### src/sv/sct_pkg.sv
// shared types, codes and character constants of the command tokenizer
`default_nettype none
package sct_pkg;

  localparam int COUNT_BITS_DEFAULT = 16;
  localparam int QUEUE_DEPTH = 4;

  // results per item and the width of a result count (one more than fits)
  localparam int NSLOT = 4;
  localparam int SLOT_W = $clog2(NSLOT);
  localparam int N_W = SLOT_W + 1;

  // result kinds
  localparam logic [1:0] KIND_BYTE = 2'd0;
  localparam logic [1:0] KIND_END  = 2'd1;
  localparam logic [1:0] KIND_SUM  = 2'd2;

  // pending lookahead codes
  localparam logic [2:0] PEND_NONE   = 3'd0;
  localparam logic [2:0] PEND_AMP    = 3'd1;
  localparam logic [2:0] PEND_PIPE   = 3'd2;
  localparam logic [2:0] PEND_GT     = 3'd3;
  localparam logic [2:0] PEND_DOT    = 3'd4;
  localparam logic [2:0] PEND_ESC    = 3'd5;
  localparam logic [2:0] PEND_ESC_DQ = 3'd6;

  // flag bit positions
  localparam int FB_CHAIN = 0;
  localparam int FB_PIPE  = 1;
  localparam int FB_SUB   = 2;
  localparam int FB_REDIR = 3;

  localparam logic [7:0] CH_SQ     = 8'h27;
  localparam logic [7:0] CH_DQ     = 8'h22;
  localparam logic [7:0] CH_BT     = 8'h60;
  localparam logic [7:0] CH_AMP    = 8'h26;
  localparam logic [7:0] CH_PIPE   = 8'h7C;
  localparam logic [7:0] CH_DOLLAR = 8'h24;
  localparam logic [7:0] CH_DOT    = 8'h2E;
  localparam logic [7:0] CH_GT     = 8'h3E;
  localparam logic [7:0] CH_LT     = 8'h3C;
  localparam logic [7:0] CH_SEMI   = 8'h3B;
  localparam logic [7:0] CH_LPAR   = 8'h28;
  localparam logic [7:0] CH_RPAR   = 8'h29;
  localparam logic [7:0] CH_LBRACE = 8'h7B;
  localparam logic [7:0] CH_RBRACE = 8'h7D;
  localparam logic [7:0] CH_SPACE  = 8'h20;
  localparam logic [7:0] CH_TAB    = 8'h09;
  localparam logic [7:0] CH_CR     = 8'h0D;
  localparam logic [7:0] ASCII_MAX = 8'd127;

  typedef struct packed {
    logic       has_byte;
    logic [7:0] char_in;
    logic       end_of_command;
  } sct_in_t;

  typedef struct packed {
    logic [1:0]  kind;
    logic [7:0]  token_byte;
    logic        chain_flag;
    logic        pipe_flag;
    logic        subshell_flag;
    logic        redirect_flag;
    logic [15:0] token_total;
    logic        last_of_run;
  } sct_out_t;

  // all results of one item, in order, with the index of the last one
  typedef struct packed {
    logic [SLOT_W-1:0]          last_idx;
    sct_out_t [NSLOT-1:0]       res;
  } sct_bundle_t;

  typedef struct packed {
    logic       in_single;
    logic       in_double;
    logic       saw_quotes;
    logic       expr_start;
    logic       token_open;
    logic [2:0] pend;
    logic [3:0] flags;
  } sct_state_t;

  localparam sct_state_t ST_RESET = '{
    in_single:  1'b0,
    in_double:  1'b0,
    saw_quotes: 1'b0,
    expr_start: 1'b1,
    token_open: 1'b0,
    pend:       PEND_NONE,
    flags:      4'b0
  };

  function automatic logic is_space(input logic [7:0] c);
    return (c == CH_SPACE) || ((c >= CH_TAB) && (c <= CH_CR));
  endfunction

endpackage
`default_nettype wire

### src/sv/sct_front.sv
// front part: takes one byte item, updates tokenizer state, builds its results
`default_nettype none
module sct_front
  import sct_pkg::*;
#(
  parameter int COUNT_BITS = COUNT_BITS_DEFAULT
) (
  input  wire logic        clk_i,
  input  wire logic        rst_ni,
  input  wire logic        push_i,
  input  wire sct_in_t     item_i,
  input  wire logic        q_full_i,
  output logic             q_wr_o,
  output sct_bundle_t      q_data_o
);

  localparam logic [COUNT_BITS-1:0] CNT_MAX = {COUNT_BITS{1'b1}};
  localparam int TW = (COUNT_BITS > 16) ? COUNT_BITS : 16;

  sct_state_t st_q, st_d;
  logic [COUNT_BITS-1:0] cnt_q, cnt_d;
  logic accept;

  function automatic logic [COUNT_BITS-1:0] sat_inc(input logic [COUNT_BITS-1:0] v);
    return (v == CNT_MAX) ? v : v + 1'b1;
  endfunction

  // results past the last slot are dropped
  function automatic sct_bundle_t put(input sct_bundle_t b, input logic [N_W-1:0] n,
                                      input logic [1:0] k, input logic [7:0] byt);
    sct_bundle_t r;
    r = b;
    if (int'(n) < NSLOT) begin
      r.res[n[SLOT_W-1:0]].kind = k;
      r.res[n[SLOT_W-1:0]].token_byte = byt;
    end
    return r;
  endfunction

  assign accept = push_i && !q_full_i;

  always_comb begin
    sct_state_t s;
    logic [COUNT_BITS-1:0] cnt;
    sct_bundle_t b;
    logic [N_W-1:0] n;
    logic [N_W-1:0] n_m1;
    logic [SLOT_W-1:0] idx;
    logic [2:0] k;
    logic consumed;
    logic [7:0] c;
    logic [TW-1:0] tot_w;

    s = st_q;
    cnt = cnt_q;
    b = '0;
    n = '0;
    k = PEND_NONE;
    consumed = 1'b0;
    c = item_i.char_in;

    if (item_i.has_byte) begin
      if (s.pend != PEND_NONE) begin
        k = s.pend;
        s.pend = PEND_NONE;
        case (k)
          PEND_AMP: begin
            if (c == CH_AMP) begin
              s.flags[FB_CHAIN] = 1'b1;
              s.expr_start = 1'b1;
              consumed = 1'b1;
            end else if (s.expr_start) begin
              s.flags[FB_SUB] = 1'b1;
            end else begin
              s.flags[FB_CHAIN] = 1'b1;
            end
          end
          PEND_PIPE: begin
            if (c == CH_PIPE) begin
              s.flags[FB_CHAIN] = 1'b1;
              consumed = 1'b1;
            end else begin
              s.flags[FB_PIPE] = 1'b1;
            end
          end
          PEND_GT: begin
            consumed = (c == CH_GT);
          end
          PEND_DOT: begin
            if (c == CH_SPACE || c == CH_TAB) begin
              s.flags[FB_SUB] = 1'b1;
              if (s.token_open) begin
                b = put(b, n, KIND_END, 8'h00);
                n = n + 1'b1;
                cnt = sat_inc(cnt);
                s.token_open = 1'b0;
              end
            end else begin
              b = put(b, n, KIND_BYTE, CH_DOT);
              n = n + 1'b1;
              s.token_open = 1'b1;
              s.expr_start = 1'b0;
            end
          end
          PEND_ESC, PEND_ESC_DQ: begin
            // escaped byte goes in literally, no non-ascii check
            b = put(b, n, KIND_BYTE, c);
            n = n + 1'b1;
            s.token_open = 1'b1;
            consumed = 1'b1;
          end
          default: begin
          end
        endcase
      end

      if (!consumed) begin
        if (c > ASCII_MAX) s.flags[FB_CHAIN] = 1'b1;
        if (c == CH_SQ && !s.in_double) begin
          s.in_single = !s.in_single;
          s.saw_quotes = 1'b1;
          s.expr_start = 1'b0;
        end else if (c == CH_DQ && !s.in_single) begin
          s.in_double = !s.in_double;
          s.saw_quotes = 1'b1;
          s.expr_start = 1'b0;
        end else if (s.in_single) begin
          b = put(b, n, KIND_BYTE, c);
          n = n + 1'b1;
          s.token_open = 1'b1;
        end else if (s.in_double) begin
          if (c == CH_BT) begin
            s.pend = PEND_ESC_DQ;
          end else begin
            if (c == CH_DOLLAR) s.flags[FB_SUB] = 1'b1;
            b = put(b, n, KIND_BYTE, c);
            n = n + 1'b1;
            s.token_open = 1'b1;
          end
        end else if (is_space(c)) begin
          // quotes keep the token alive until whitespace
          if (s.token_open || s.saw_quotes) begin
            b = put(b, n, KIND_END, 8'h00);
            n = n + 1'b1;
            cnt = sat_inc(cnt);
            s.token_open = 1'b0;
            s.saw_quotes = 1'b0;
          end
          s.expr_start = 1'b1;
        end else if (c == CH_BT) begin
          s.flags[FB_CHAIN] = 1'b1;
          s.expr_start = 1'b0;
          s.pend = PEND_ESC;
        end else if (c == CH_AMP) begin
          if (s.token_open) begin
            b = put(b, n, KIND_END, 8'h00);
            n = n + 1'b1;
            cnt = sat_inc(cnt);
            s.token_open = 1'b0;
          end
          s.pend = PEND_AMP;
        end else if (c == CH_DOT && s.expr_start) begin
          s.pend = PEND_DOT;
        end else if (c == CH_SEMI || c == CH_PIPE || c == CH_LPAR || c == CH_RPAR ||
                     c == CH_LBRACE || c == CH_RBRACE || c == CH_DOLLAR ||
                     c == CH_GT || c == CH_LT) begin
          s.expr_start = 1'b0;
          if (c == CH_SEMI) s.flags[FB_CHAIN] = 1'b1;
          else if (c == CH_GT || c == CH_LT) s.flags[FB_REDIR] = 1'b1;
          else if (c != CH_PIPE) s.flags[FB_SUB] = 1'b1;
          if (s.token_open) begin
            b = put(b, n, KIND_END, 8'h00);
            n = n + 1'b1;
            cnt = sat_inc(cnt);
            s.token_open = 1'b0;
          end
          if (c == CH_PIPE) s.pend = PEND_PIPE;
          else if (c == CH_GT) s.pend = PEND_GT;
        end else begin
          b = put(b, n, KIND_BYTE, c);
          n = n + 1'b1;
          s.token_open = 1'b1;
          s.expr_start = 1'b0;
        end
      end
    end

    if (item_i.end_of_command) begin
      k = s.pend;
      s.pend = PEND_NONE;
      if (k == PEND_AMP) begin
        if (s.expr_start) s.flags[FB_SUB] = 1'b1;
        else s.flags[FB_CHAIN] = 1'b1;
      end else if (k == PEND_PIPE) begin
        s.flags[FB_PIPE] = 1'b1;
      end else if (k == PEND_DOT) begin
        b = put(b, n, KIND_BYTE, CH_DOT);
        n = n + 1'b1;
        s.token_open = 1'b1;
      end else if (k == PEND_ESC_DQ) begin
        // trailing backtick inside double quotes is a literal byte
        b = put(b, n, KIND_BYTE, CH_BT);
        n = n + 1'b1;
        s.token_open = 1'b1;
      end
      if (s.in_single || s.in_double) s.flags[FB_CHAIN] = 1'b1;
      if (s.token_open || s.saw_quotes) begin
        b = put(b, n, KIND_END, 8'h00);
        n = n + 1'b1;
        cnt = sat_inc(cnt);
      end
      b = put(b, n, KIND_SUM, 8'h00);
      n = n + 1'b1;
    end

    n_m1 = n - 1'b1;
    idx = (int'(n) > NSLOT) ? SLOT_W'(NSLOT - 1) : n_m1[SLOT_W-1:0];
    tot_w = TW'(cnt);
    b.last_idx = idx;
    if (n != '0) b.res[idx].last_of_run = 1'b1;
    // summary fields land on the last kept result
    if (item_i.end_of_command) begin
      b.res[idx].chain_flag    = s.flags[FB_CHAIN];
      b.res[idx].pipe_flag     = s.flags[FB_PIPE];
      b.res[idx].subshell_flag = s.flags[FB_SUB];
      b.res[idx].redirect_flag = s.flags[FB_REDIR];
      b.res[idx].token_total   = tot_w[15:0];
      s = ST_RESET;
      cnt = '0;
    end

    st_d = s;
    cnt_d = cnt;
    q_data_o = b;
    q_wr_o = accept && (n != '0);
  end

  always_ff @(posedge clk_i or negedge rst_ni) begin
    if (!rst_ni) begin
      st_q  <= ST_RESET;
      cnt_q <= '0;
    end else if (accept) begin
      st_q  <= st_d;
      cnt_q <= cnt_d;
    end
  end

endmodule
`default_nettype wire

### src/sv/sct_queue.sv
// short register queue of result bundles between front and back parts
`default_nettype none
module sct_queue
  import sct_pkg::*;
#(
  parameter int DEPTH = QUEUE_DEPTH,
  parameter int WIDTH = $bits(sct_bundle_t)
) (
  input  wire logic             clk_i,
  input  wire logic             rst_ni,
  input  wire logic             wr_i,
  input  wire logic [WIDTH-1:0] wr_data_i,
  output logic                  full_o,
  input  wire logic             rd_i,
  output logic [WIDTH-1:0]      rd_data_o,
  output logic                  empty_o
);

  localparam int PW = $clog2(DEPTH);
  localparam int CW = $clog2(DEPTH + 1);
  localparam logic [PW-1:0] PTR_LAST = PW'(DEPTH - 1);

  logic [WIDTH-1:0] mem_q [DEPTH];
  logic [PW-1:0] wp_q, wp_d, rp_q, rp_d;
  logic [CW-1:0] cnt_q, cnt_d;
  logic do_wr, do_rd;

  assign full_o    = (cnt_q == CW'(DEPTH));
  assign empty_o   = (cnt_q == '0);
  assign rd_data_o = mem_q[rp_q];
  assign do_wr     = wr_i && !full_o;
  assign do_rd     = rd_i && !empty_o;

  always_comb begin
    wp_d  = do_wr ? ((wp_q == PTR_LAST) ? '0 : wp_q + 1'b1) : wp_q;
    rp_d  = do_rd ? ((rp_q == PTR_LAST) ? '0 : rp_q + 1'b1) : rp_q;
    cnt_d = cnt_q + CW'(do_wr) - CW'(do_rd);
  end

  always_ff @(posedge clk_i or negedge rst_ni) begin
    if (!rst_ni) begin
      wp_q  <= '0;
      rp_q  <= '0;
      cnt_q <= '0;
    end else begin
      wp_q  <= wp_d;
      rp_q  <= rp_d;
      cnt_q <= cnt_d;
    end
  end

  always_ff @(posedge clk_i) begin
    if (do_wr) mem_q[wp_q] <= wr_data_i;
  end

endmodule
`default_nettype wire

### src/sv/sct_back.sv
// back part: hands out the results of the oldest bundle one at a time
`default_nettype none
module sct_back
  import sct_pkg::*;
(
  input  wire logic        clk_i,
  input  wire logic        rst_ni,
  input  wire sct_bundle_t q_data_i,
  input  wire logic        q_empty_i,
  output logic             q_rd_o,
  input  wire logic        pop,
  output logic             empty,
  output sct_out_t         result_o
);

  logic [SLOT_W-1:0] sub_q, sub_d;
  logic take;

  assign empty    = q_empty_i;
  assign result_o = q_data_i.res[sub_q];
  assign take     = pop && !q_empty_i;

  always_comb begin
    sub_d  = sub_q;
    q_rd_o = 1'b0;
    if (take) begin
      // retire the bundle after its last result
      if (sub_q == q_data_i.last_idx) begin
        sub_d  = '0;
        q_rd_o = 1'b1;
      end else begin
        sub_d = sub_q + 1'b1;
      end
    end
  end

  always_ff @(posedge clk_i or negedge rst_ni) begin
    if (!rst_ni) begin
      sub_q <= '0;
    end else begin
      sub_q <= sub_d;
    end
  end

endmodule
`default_nettype wire

### src/sv/shell_command_tokenizer.sv
// Command line tokenizer, top level.
// Input side is a queue: drive item_i and raise push; the byte is taken at a
// rising edge with push high and full low. Each item carries one byte of the
// command line (or none, for a bare end) and an end_of_command mark.
// Result side is a queue too: while empty is low the oldest result sits on
// result_o and is taken at an edge with pop high. An item gives zero to four
// results (token bytes, token ends, and on the item with the end mark the summary
// with the flags and token count); last_of_run marks the final one of an item.
// Results of an item go into the queue when it is taken and show on result_o
// once the results ahead are taken. Throughput: one item per cycle while full
// is low, set by the combinational classify logic of the front part; the result
// side hands out one result per cycle while pop is high. A queue of QUEUE_DEPTH
// bundles sits between, so a stalled receiver only raises full once it fills.
// Reset clears the tokenizer state and the queue; empty goes high.
`default_nettype none
module shell_command_tokenizer
  import sct_pkg::*;
#(
  parameter int COUNT_BITS = COUNT_BITS_DEFAULT,
  parameter int DEPTH      = QUEUE_DEPTH
) (
  input  wire logic     clk_i,
  input  wire logic     rst_ni,
  input  wire logic     push,
  output logic          full,
  input  wire sct_in_t  item_i,
  output logic          empty,
  input  wire logic     pop,
  output sct_out_t      result_o
);

  logic        q_wr, q_rd, q_empty;
  sct_bundle_t q_wdata, q_rdata;

  sct_front #(
    .COUNT_BITS(COUNT_BITS)
  ) u_front (
    .clk_i    (clk_i),
    .rst_ni   (rst_ni),
    .push_i   (push),
    .item_i   (item_i),
    .q_full_i (full),
    .q_wr_o   (q_wr),
    .q_data_o (q_wdata)
  );

  sct_queue #(
    .DEPTH(DEPTH),
    .WIDTH($bits(sct_bundle_t))
  ) u_queue (
    .clk_i     (clk_i),
    .rst_ni    (rst_ni),
    .wr_i      (q_wr),
    .wr_data_i (q_wdata),
    .full_o    (full),
    .rd_i      (q_rd),
    .rd_data_o (q_rdata),
    .empty_o   (q_empty)
  );

  sct_back u_back (
    .clk_i     (clk_i),
    .rst_ni    (rst_ni),
    .q_data_i  (q_rdata),
    .q_empty_i (q_empty),
    .q_rd_o    (q_rd),
    .pop       (pop),
    .empty     (empty),
    .result_o  (result_o)
  );

endmodule
`default_nettype wire

### config.mk
export PLATFORM = sky130hd
export DESIGN_NAME = shell_command_tokenizer
export DESIGN_NICKNAME = d
export VERILOG_FILES = /design/src/sv/sct_pkg.sv /design/src/sv/sct_front.sv /design/src/sv/sct_queue.sv /design/src/sv/sct_back.sv /design/src/sv/shell_command_tokenizer.sv
export SDC_FILE = /design/constraint.sdc
export NUM_CORES = 1
export LEC_CHECK = 0
export ABC_CLOCK_PERIOD_IN_PS = 8650
export BUFFER_PORTS_ARGS = -buffer_cell sky130_fd_sc_hd__buf_2
export CAP_MARGIN = 40
export CORE_MARGIN = 4
export CORE_UTILIZATION = 50
export CTS_CLUSTER_DIAMETER = 100
export DETAILED_ROUTE_END_ITERATION = 8
export HOLD_SLACK_MARGIN = 0.15
export PLACE_DENSITY = 0.66
export SYNTH_ARGS = -nofsm -noshare
export SYNTH_HDL_FRONTEND = slang
export SYNTH_HIERARCHICAL = 1
export SYNTH_SLANG_ARGS = --single-unit
### constraint.sdc
create_clock -name clk_i -period 8.65 [get_ports clk_i]
set_input_delay 0.4325 -clock clk_i [delete_from_list [all_inputs] [get_ports clk_i]]
set_output_delay 0.4325 -clock clk_i [all_outputs]
set_load 0.01 [all_outputs]
# Yosys cells after proc, flatten, opt, wreduce, memory -nomap -nowiden
# Memory sizes are Yosys's and may differ from the RTL's.
# Cells that the tools add are included.
[totals]
reg_bits = 37
in_bits = 14
wordCells = 367
n_memories = 1
ramBits = 504
[mem_list]
columns = ["name", "depth", "word_bits", "read_ports", "rd_ports_with_merged_regs", "write_ports", "line", "text"]
rows = [
  ["u_queue.mem_q", 4, 126, 1, 0, 1, "sct_queue.sv:23", "logic [WIDTH-1:0] mem_q [DEPTH];"],
]
[classes]
n_mux = 252
n_addsub = 13
magnitude_cmp = 19
n_eq_ne = 34
reduce_logical = 36
[ops]
columns = ["cell", "n"]
rows = [
  ["two-way mux 124 bit", 32],
  ["bitwise mux 124 bit", 17],
  ["demux 31 bit (select 2 bit)", 14],
  ["two-way mux 16 bit", 24],
  ["two-way mux 31 bit", 5],
  ["two-way mux 29 bit", 4],
  ["two-way mux 3 bit", 31],
  ["equality test 8 x 6 -> 1 bit (second input constant)", 11],
  ["two-way mux 5 bit", 15],
  ["two-way mux 1 bit", 65],
  ["binary-select mux 31 bit (select 2 bit)", 1],
  ["two-way mux 30 bit", 2],
  ["case mux 30 bit (2 select lines)", 1],
  ["adder 16 x 1 -> 16 bit (second input constant)", 3],
  ["equality test 16 bit (second input constant)", 3],
  ["two-way mux 2 bit", 23],
  ["equality test 8 x 7 -> 1 bit (second input constant)", 4],
  ["two-way mux 12 bit", 2],
  ["two-way mux 21 bit", 1],
  ["two-way mux 20 bit", 1],
  ["two-way mux 19 bit", 1],
  ["equality test 3 bit (second input constant)", 6],
  ["< comparator 2 x 3 -> 1 bit (second input constant)", 6],
  ["two-way mux 18 bit", 1],
  ["30 further kinds", 81],
]

# Longest topological paths before layout
[logic_depth]
word_depth = 57
depth_mapped = 28
mapped_depth_nobuf = 27

# By module
# Netlist, hierarchy kept.
[by_module_without_submodules]
columns = ["module", "seq_area_each_um2", "n_inst", "area_per_inst_um2", "cells_each"]
rows = [
  ["sct_queue", 15309.7, 1, 18679.2, 702],
  ["sct_front", 701.9, 1, 6023.3, 903],
  ["sct_back", 50.0, 1, 935.9, 54],
]

# Least setup slack after synthesis
# No wires, ideal clock.
[synth_timing]
path_kind = "input port to flip-flop"
start = "in item_i[5] (netlist name)"
end = "mem u_queue/mem_q[0][0] (netlist name), enable pin"
arrival_ps = 6978
cell_stages = 21
setup_ps = 429
path_buffers = 1
required_time_ps = 8221
slack_ps = 1243
cell_sequence = "buf_2 nor4_4 nand3_1 and2_1 o41ai_1 inv_1 ha_1 o221ai_1 a221o_1 a21oi_1 o21ai_1 ha_1 a21o_1 ha_1 nand2_1 o21ai_0 ha_1 ha_1 nand2b_1 a21oi_1 and3_2"
[synth_between]
elab_chain_cells = 46
[synth_rtl]
columns = ["item", "line", "text"]
rows = [
  ["from (decl)", "shell_command_tokenizer.sv:26", "input wire sct_in_t item_i,"],
  ["equality test 8 x 6 -> 1 bit / equality test 8 x 7 -> 1 bit (equally long branches)", "sct_front.sv:164, sct_front.sv:79, sct_front.sv:177", ""],
  ["logical OR 1 bit (4 in series)", "sct_front.sv:164", "end else if (c == CH_SEMI || c == CH_PIPE || c == CH_LPAR || c == CH_RPAR ||"],
  ["logical OR 1 bit (3 in series)", "sct_front.sv:165", "c == CH_LBRACE || c == CH_RBRACE || c == CH_DOLLAR ||"],
  ["logical OR 1 bit", "sct_front.sv:166", "c == CH_GT || c == CH_LT) begin"],
  ["two-way mux 5 bit", "sct_front.sv:164", ""],
  ["two-way mux 5 bit", "sct_front.sv:162", "end else if (c == CH_DOT && s.expr_start) begin"],
  ["two-way mux 5 bit", "sct_front.sv:154", "end else if (c == CH_AMP) begin"],
  ["two-way mux 5 bit", "sct_front.sv:150", "end else if (c == CH_BT) begin"],
  ["[... 26 more ...]", "n/a", ""],
  ["adder 3 x 1 -> 3 bit", "sct_front.sv:213", "n = n + 1'b1;"],
  ["two-way mux 3 bit (*)", "sct_front.sv:188", "if (item_i.end_of_command) begin"],
  ["nonzero test 3 bit (*)", "sct_front.sv:235", "q_wr_o = accept && (n != '0);"],
  ["logical AND 1 bit (*)", "sct_front.sv:235", ""],
  ["via q_wr", "shell_command_tokenizer.sv:32", "logic q_wr, q_rd, q_empty;"],
  ["logical AND 1 bit (*)", "sct_queue.sv:31", "assign do_wr = wr_i && !full_o;"],
  ["two-way mux 1 bit (*)", "sct_queue.sv:53", "if (do_wr) mem_q[wp_q] <= wr_data_i;"],
  ["two-way mux 1 bit (implied by the code) (*)", "sct_queue.sv:53", ""],
  ["to (decl)", "sct_queue.sv:23", ""],
]
# Mark *: on every way through the listed nets, which the timed path passes. The rest lies on a longest branch. The select of a mux whose other input is x is not followed.

==> reports/results.ini <==
[pwr]
p_leak_nw=9.44
ir_worst_vdd_mv=0.166
powerDensity_nw_per_um2=294

[layout]
stdcell_count=2431
diodes=0
nets=1756
ff_latch_area_sq_um=16100
nFillCells=3898
multi_input_area_sq_um=8820
final_util_pct=56.5
final_layout_size_suffix_gt1_share_pct=22.7
syn2layout_area_growth_pct=11.1

[worst_hold_path]
min_path_type=input port to flip-flop
hold_end=u_back/sub_q[0]$_DFFE_PN0P_
holdPathStages=4
min_from=pop

[setup_path]
cpPeakStageDelay_ns=0.53
r2r-start=u_front/st_q[4]$_DFFE_PN0P_
path_common_cell=ha_1
cp_cell_sequence=nor3b_1, nand2_1, a21o_1, nor2_1, mux2_2, ha_1, nor2b_1, and4_1, or2_2, and2_1, a2111oi_0, a311oi_2, xnor2_2, ha_1, inv_1, a211o_1, a2111oi_4, buf_4, o2111a_2, o21ai_1, a21oi_1
start_kind=flip-flop
critical_path_depth=21
cp.required_ns=9.02
crit_arrival_ns=7.38
rr_worst_depth=21
reg2reg_slack_ns=1.64
cp_top_family=compound AO/OA/AOI/OAI gates
worstSetupPathType=flip-flop to flip-flop
startpoint=u_front/st_q[4]$_DFFE_PN0P_
slowest_stage=a2111oi_0
cp_max_fo=18
crit_buf_inv=2
endpoint_kind=flip-flop
r2r-end=u_queue/mem_q[2][63]$_DFFE_PP_

[placed_design]
gp_congestion=0.910
dp_cells=2328
io_buffers=46
hpwl_microns=38000

[timing]
max_freq_ghz=0.143
timing.slew.headroom_pct=30.3
period_share_pct=81.0
setup_viol=0
clock_skew_ns=0.0199
rsz0062_at_grt=false
slew_viol_final=0
tns_ns=0
worstMarginPinSlew_ns=1.05
post-route-min-period_ns=7.01
hold_viol=0

[synthesis]
synth_area_sq_um=25600
yosysWarnings=6
synth_edf_count=504
yosys.area.top_type_share_pct=59.0
synthArstFlopShare_pct=6.84
syn_area_per_cell_sq_um=15.5
synth_most_common_cell=edfxtp_1
yosys_register_bits=541
synth_seq_area_share_pct=62.6
ys.flop_type=edfxtp_1
synth.area.top_cells=edfxtp_1 59%, mux4_2 13%, dfrtp_1 3.5%
syn_inst=1659
ys_top_cells_by_count=504 x edfxtp_1, 153 x mux4_2, 109 x nand2_1, 99 x nor2_1, 56 x a21oi_1
synthDistinctLibCells=98
synth_top_cell_by_area=edfxtp_1

[floorplan]
start_util_pct=50.9
dieArea_sq_um=55000
core_area_sq_um=50400
die_h_microns=234
io_pins=47
fp.dieW_microns=234
rows=82

[grt]
grt_pass1_vias=15398
grt_overflow=0
grt_pass1_wl_microns=92200
antenna_found_initial=1
grt_max_degree=57
gr-usage-all-layers_pct=21.8

[route]
dr.pass1.iters=6
vias_per_cell=6.31
wirelength_microns=58900
drt_iter0_markers=1514
post_drt_wl_per_cell_microns=24.2
vias=15336
drc=0
ant_nets=0

[clock_tree]
path_clk_slew_ns=0.06
post_cts_buffers=0
clkLatencyLatePin_ns=0.60
cts_buffers=54
cts_sinks=541
cts_max_level=2
cts_buffer_depth=3
cts_resized=0
root_buffer=clkbuf_16
cts_tree=done

[flow_run]
drv_cap=0

[run_status]
status=completed

-- metrics by stage --
stage                     worst slack [ns]  hold WS, ns  total power, mW  area [sq um]
after floorplan                       1.24        0.137             5.37         25700
after global routing                  1.16        0.297             8.79         28500
final                                 1.64        0.255             8.39         28500
after CTS                             1.72        0.231             8.50         28500
after detailed placement              1.13        0.404             6.15         26700
after global placement                1.27        0.492             6.06         26500
-- worst register-to-register path, delay by kind of cell, from the launching register on --
| family | cells | cell delay, ns |
|---|---|---|
| compound gates | 8 | 2.59 |
| simple gates | 7 | 2.02 |
| fa+ha+maj | 2 | 0.53 |
| flops | 1 | 0.52 |
| mux | 1 | 0.43 |
| xor+xnor | 1 | 0.40 |
| buf+inv | 2 | 0.28 |
-- placed cells by master (no fill, tap or decap), drive strengths merged, types with 10 or more instances in the layout --
master    n
nor2     99
buf     103
edfxtp  504
a21oi    57
o31ai    11
xnor2    11
clkbuf   61
nor2b    13
nand2   109
nor4     11
and2     20
clkinv   24
mux4    157
ha       27
inv      38
nor3     48
and3     25
nand4    27
dfrtp    36
nor3b    30
or3      10
o21ai    59
nand3    34
a22o     12
nand2b   14
a31oi    14
o22ai    11
-- sequential cells by signal, summed over array words and instances (netlist names) --
register and cells:
u_queue/wp_q 2, u_front/st_q 12, u_queue/cnt_q 3, u_queue/mem_q 504, u_queue/rp_q 2, u_back/sub_q 2, u_front/cnt_q 16
-- layer usage --
layer,global-route usage (%),wire (microns)
met5,0,0
met4,4.78,1040
met3,3.88,4100
met2,34.5,28100
met1,32.1,25700
-- worst max-delay path by stage --
stage,to,slack (ns)
after floorplan,u_queue/mem_q[0][0]$_DFFE_PP_,1.24
after global placement,u_queue/mem_q[0][62]$_DFFE_PP_,1.27
after detailed placement,u_queue/mem_q[0][0]$_DFFE_PP_,1.13
after CTS,u_queue/mem_q[0][64]$_DFFE_PP_,1.72
after global routing,u_queue/mem_q[0][64]$_DFFE_PP_,1.16
final,u_queue/mem_q[2][63]$_DFFE_PP_,1.64
-- cells by family (layout without fill, tap and decap cells) --
| logic type | Yosys count | in the layout | synth area share, % |
|---|---|---|---|
| AOI/OAI and AO/OA | 266 | 266 | 7.26 |
| and+or+nand+nor | 486 | 486 | 10.4 |
| muxes | 173 | 173 | 14.5 |
| xor gates and xnor gates | 20 | 20 | 0.713 |
| other | 1 | 6 | 0.0146 |
| DFF | 541 | 541 | 62.6 |
| adders and majority gates | 28 | 28 | 1.40 |
| buffers and inverters | 144 | 239 | 3.08 |
-- cell type report --
cell class              count  area share (%)
clock buffers              61            4.91
clock inverters            40            1.37
inverters                  33           0.435
multi-input cells         979            31.0
flip-flops and latches    541            56.4
well taps                 672            2.95
repair buffers            105            2.94
-- what timing repair did --
| item | 4_1_cts | 5_1_grt |
|---|---|---|
| hold endpoints to repair | 37 | 0 |
| endpoints found under the setup margin | 0 | 0 |
| hold buffers | 1 | 0 |
-- power by group --
group          switching (mW)  internal, mW
Sequential              0.205          3.32
Combinational            1.32          1.21
Clock                   0.982          1.35
Total                    2.50          5.88
Note: power is estimated with default switching activity, not from simulation.
